--- config.mk ---
export PLATFORM = sky130hd
export DESIGN_NAME = tcw_cursor
export DESIGN_NICKNAME = d
export VERILOG_FILES = /design/src/design/tcw_pkg.sv /design/src/design/tcw_cursor.sv
export SDC_FILE = /design/constraint.sdc
export NUM_CORES = 1
export LEC_CHECK = 0
export ABC_AREA = 0
export ABC_CLOCK_PERIOD_IN_PS = 2300
export BUFFER_PORTS_ARGS = -buffer_cell sky130_fd_sc_hd__buf_2
export CAP_MARGIN = 20
export CORE_AREA = 10 10 49 55
export DETAILED_ROUTE_END_ITERATION = 10
export DIE_AREA = 0 0 59 65
export PLACE_DENSITY_LB_ADDON = 0.3
export RECOVER_POWER = 25
export SKIP_LAST_GASP = 1
export SYNTH_ARGS = -nofsm -noshare
export SYNTH_HDL_FRONTEND = slang
export SYNTH_SLANG_ARGS = --single-unit
--- constraint.sdc ---
create_clock -name vclk -period 2.3
set_input_delay 0.115 -clock vclk [all_inputs]
set_output_delay 0.115 -clock vclk [all_outputs]
set_load 0.02 [all_outputs]
--- src/design/tcw_pkg.sv ---
// Shared constants, field widths and types for the text console writer.
// No dependencies; compile first.
`default_nettype none

package tcw_pkg;

    localparam int SCREEN_WIDTH  = 80;
    localparam int SCREEN_HEIGHT = 25;
    localparam int CELL_COUNT    = SCREEN_WIDTH * SCREEN_HEIGHT;
    localparam int LAST_ROW_BASE = (SCREEN_HEIGHT - 1) * SCREEN_WIDTH;

    localparam int CHAR_W = 8;
    localparam int ATTR_W = 8;
    localparam int CELL_W = ATTR_W + CHAR_W;
    localparam int ADDR_W = 11;
    localparam int COL_W  = 7;
    localparam int ROW_W  = 5;

    localparam logic [CHAR_W-1:0] NEWLINE_CODE = 8'h0A;
    localparam logic [CHAR_W-1:0] BLANK_CODE   = 8'h20;
    localparam logic [ATTR_W-1:0] RESET_ATTR   = 8'h07;

    localparam logic OP_PUT  = 1'b0;
    localparam logic OP_READ = 1'b1;

    // Cursor move for one put request.
    typedef struct packed {
        logic [COL_W-1:0]  col;
        logic [ROW_W-1:0]  row;
        logic              scroll;
        logic              store;
        logic [ADDR_W-1:0] pos;
    } cur_step_t;

endpackage

`default_nettype wire

--- src/design/tcw_cursor.sv ---
// Cursor advance for a put: next column and row, scroll flag, store address.
// Depends on tcw_pkg.
`default_nettype none

module tcw_cursor (
    input  wire logic [tcw_pkg::COL_W-1:0]  col,
    input  wire logic [tcw_pkg::ROW_W-1:0]  row,
    input  wire logic [tcw_pkg::CHAR_W-1:0] char_code,
    output tcw_pkg::cur_step_t              step
);
    import tcw_pkg::*;

    logic [COL_W-1:0] col_inc;
    logic [ROW_W-1:0] row_inc;
    logic             line_end;

    assign col_inc  = col + COL_W'(1);
    assign row_inc  = row + ROW_W'(1);
    assign line_end = (char_code == NEWLINE_CODE) || (col_inc >= COL_W'(SCREEN_WIDTH));

    always_comb
    begin
        step.store  = (char_code != NEWLINE_CODE);
        step.pos    = ADDR_W'(row) * ADDR_W'(SCREEN_WIDTH) + ADDR_W'(col);
        step.col    = line_end ? '0 : col_inc;
        step.scroll = line_end && (row_inc >= ROW_W'(SCREEN_HEIGHT));
        if (!line_end)
        begin
            step.row = row;
        end
        else if (step.scroll)
        begin
            step.row = ROW_W'(SCREEN_HEIGHT - 1);
        end
        else
        begin
            step.row = row_inc;
        end
    end

endmodule

`default_nettype wire
==> flow_summary.toml <==
[sta]
holdWs_ns = 0.5153
rsz0062_at_grt = "false"
tightest_slew_ns = 0.4026
hold_viol_final = 0
fin_crit_sh_pct = 93.37
fin_tns_setup_ns = 0
layout_min_cycle_time_ns = 2.148
slew_headroom_pct = 73.16
fmax_mhz = 465.6
drv_slew = 0
final-setup-viol-count = 0

[synthesis]
syn-num-nets = 127
synth_xor_area_share_pct = 15.96
synth_top_area_cell = "ha_1"
synth_area_um2 = 713.2
post-synth-top-count-cell = "ha_1"
synth-adder-area-share_pct = 26.67
yosys-top-cells-count = "12 x ha_1, 10 x inv_1, 9 x xnor2_1"
seq_area_frac_synth_pct = 0
ys_top_cells_by_area = "ha_1 21%, xnor2_1 11%, fa_1 5.6%, inv_1 5.3%, xor2_1 4.9%"
syn_inst = 93
synth_compound_area_share_pct = 23.68
synth.mux.area_fraction_pct = 1.579
ys_warn_count = 0
ys_types = 36
synth_top_area_share_pct = 21.05
syn_area_per_cell_um2 = 7.669
synth_top_family_by_area = "adder cells"
synth_simple_gate_area_share_pct = 20.00

[power]
leakage_nw = 0.4421
powerDensity_nw_per_um2 = 306.2
power_w = 0.0002789
max-vdd-ir-drop_uv = 255.9

[floorplan]
pin_count = 45
dieArea_um2 = 3835
initial_core_util_pct = 42.41
placeableCoreArea_um2 = 1682
die_w_um = 59
rows = 16
die_h_um = 65

[setup_path]
worstSetupStartpointType = "input port"
crit_start = "row[3]"
arrival_ns = 2.03
cp-end-kind = "output port"
crit_required_ns = 2.18
worstSetupPathType = "in2out"
cp_max_fo = 8

[job]
drv_cap = 0

[route]
drtAntennaViolNets = 0
drt_iter0_drc = 8
finalWirelength_um = 2001
wl_per_cell_um = 13.43
post-route-drc-count = 0
firstDrtPassIters = 4
vias = 778
vias_per_cell = 5.221

[placement]
io_buffers = 45
place.gp.congestion = 0.7271
dp_hpwl_um = 1787

[hold_path]
hold_end = "step[1]"
worstHoldPathType = "in2out"
min_from = "col[1]"
worstHoldPathCells = 2

[layout]
area_delta_synth_final_pct = 27.72
nets = 167
regArea_um2 = 0
seq_cells = 0
clock_buffers = 0
drive_gt1_share_pct = 35.11
antenna_cells = 0

[global_routing]
grt_pass1_wl_um = 3381
grt_max_degree = 10
grtUsageTotal_pct = 9.900
grt_pass1_vias = 788
grt.overflow.total = 0
antenna_found_initial = 0

[cts]
holdBufCountCts = 0
post_cts_resized = 0
cts_setup_buffers = 0

[run_status]
status = "finished clean"
-- metrics by stage --
stage          setup WS (ns)  util [%]  std cells  cell area [um^2]
4_1_cts               0.1001     54.24        149             912.1
2_1_floorplan         0.3651         -         93             713.2
6_report              0.1524     54.17        149             910.9
5_1_grt              0.01955     54.17        149             910.9
3_3_place_gp          0.1723     54.24        149             912.1
3_5_place_dp          0.1137     54.24        149             912.1
-- layout by cell type (no fill, tap or decap), types with 2 or more instances in the layout --
cell / n
xor2_1: 4
o211ai_1: 3
o21ai_0: 6
or3_1: 2
and2_1: 3
clkbuf_1: 5
inv_1: 10
a21o_1: 2
a21oi_1: 4
nand2_1: 4
buf_2: 40
nor2_1: 6
fa_1: 2
xnor2_1: 9
ha_1: 12
-- cell families (layout without fill, tap and decap cells) --
logic type	after synthesis	count (layout)
AO/OA/AOI/OAI	23	23
XOR/XNOR	13	13
adder cells (fa/ha/maj)	14	14
buffers and inverters	17	55
AND/OR/NAND/NOR	25	25
multiplexers	1	1
-- metal layers --
metal / up-vias / wire [um] / GRT usage, %
li1: 405 / - / -
met1: 347 / 744 / 10.49
met2: 26 / 1063 / 19.34
met3: 0 / 193 / 2.924
met4: 0 / 0 / 0
met5: - / 0 / 0
-- power breakdown --
group / switching (W) / internal, W
clock: 0 / 0
sequential: 0 / 0
combinational: 0.000172 / 0.000107
-- worst max-delay path, stage by stage --
cell and delay, ns:
buf_2 0.15, ha_1 0.28, ha_1 0.21, inv_1 0.08, fa_1 0.46, nor3_2 0.22
xor2_1 0.20, xnor2_1 0.14, buf_2 0.18
-- final cells by class --
class	instances	area, um^2
timing repair buffer	45	219.0
inverter	10	37.54
tap	18	22.52
multi-input combinational	76	631.9
fill	186	770.7
-- how the worst max path moves through the flow --
stage               end  slack, ns  cells after the start
2_1_floorplan  step[10]       0.37                      7
3_3_place_gp   step[10]       0.17                      9
5_1_grt        step[15]       0.02                      8
3_5_place_dp   step[10]       0.11                      9
4_1_cts        step[10]       0.10                      9
6_report       step[10]       0.15                      9
No activity file was read; power rests on OpenSTA's default activity.
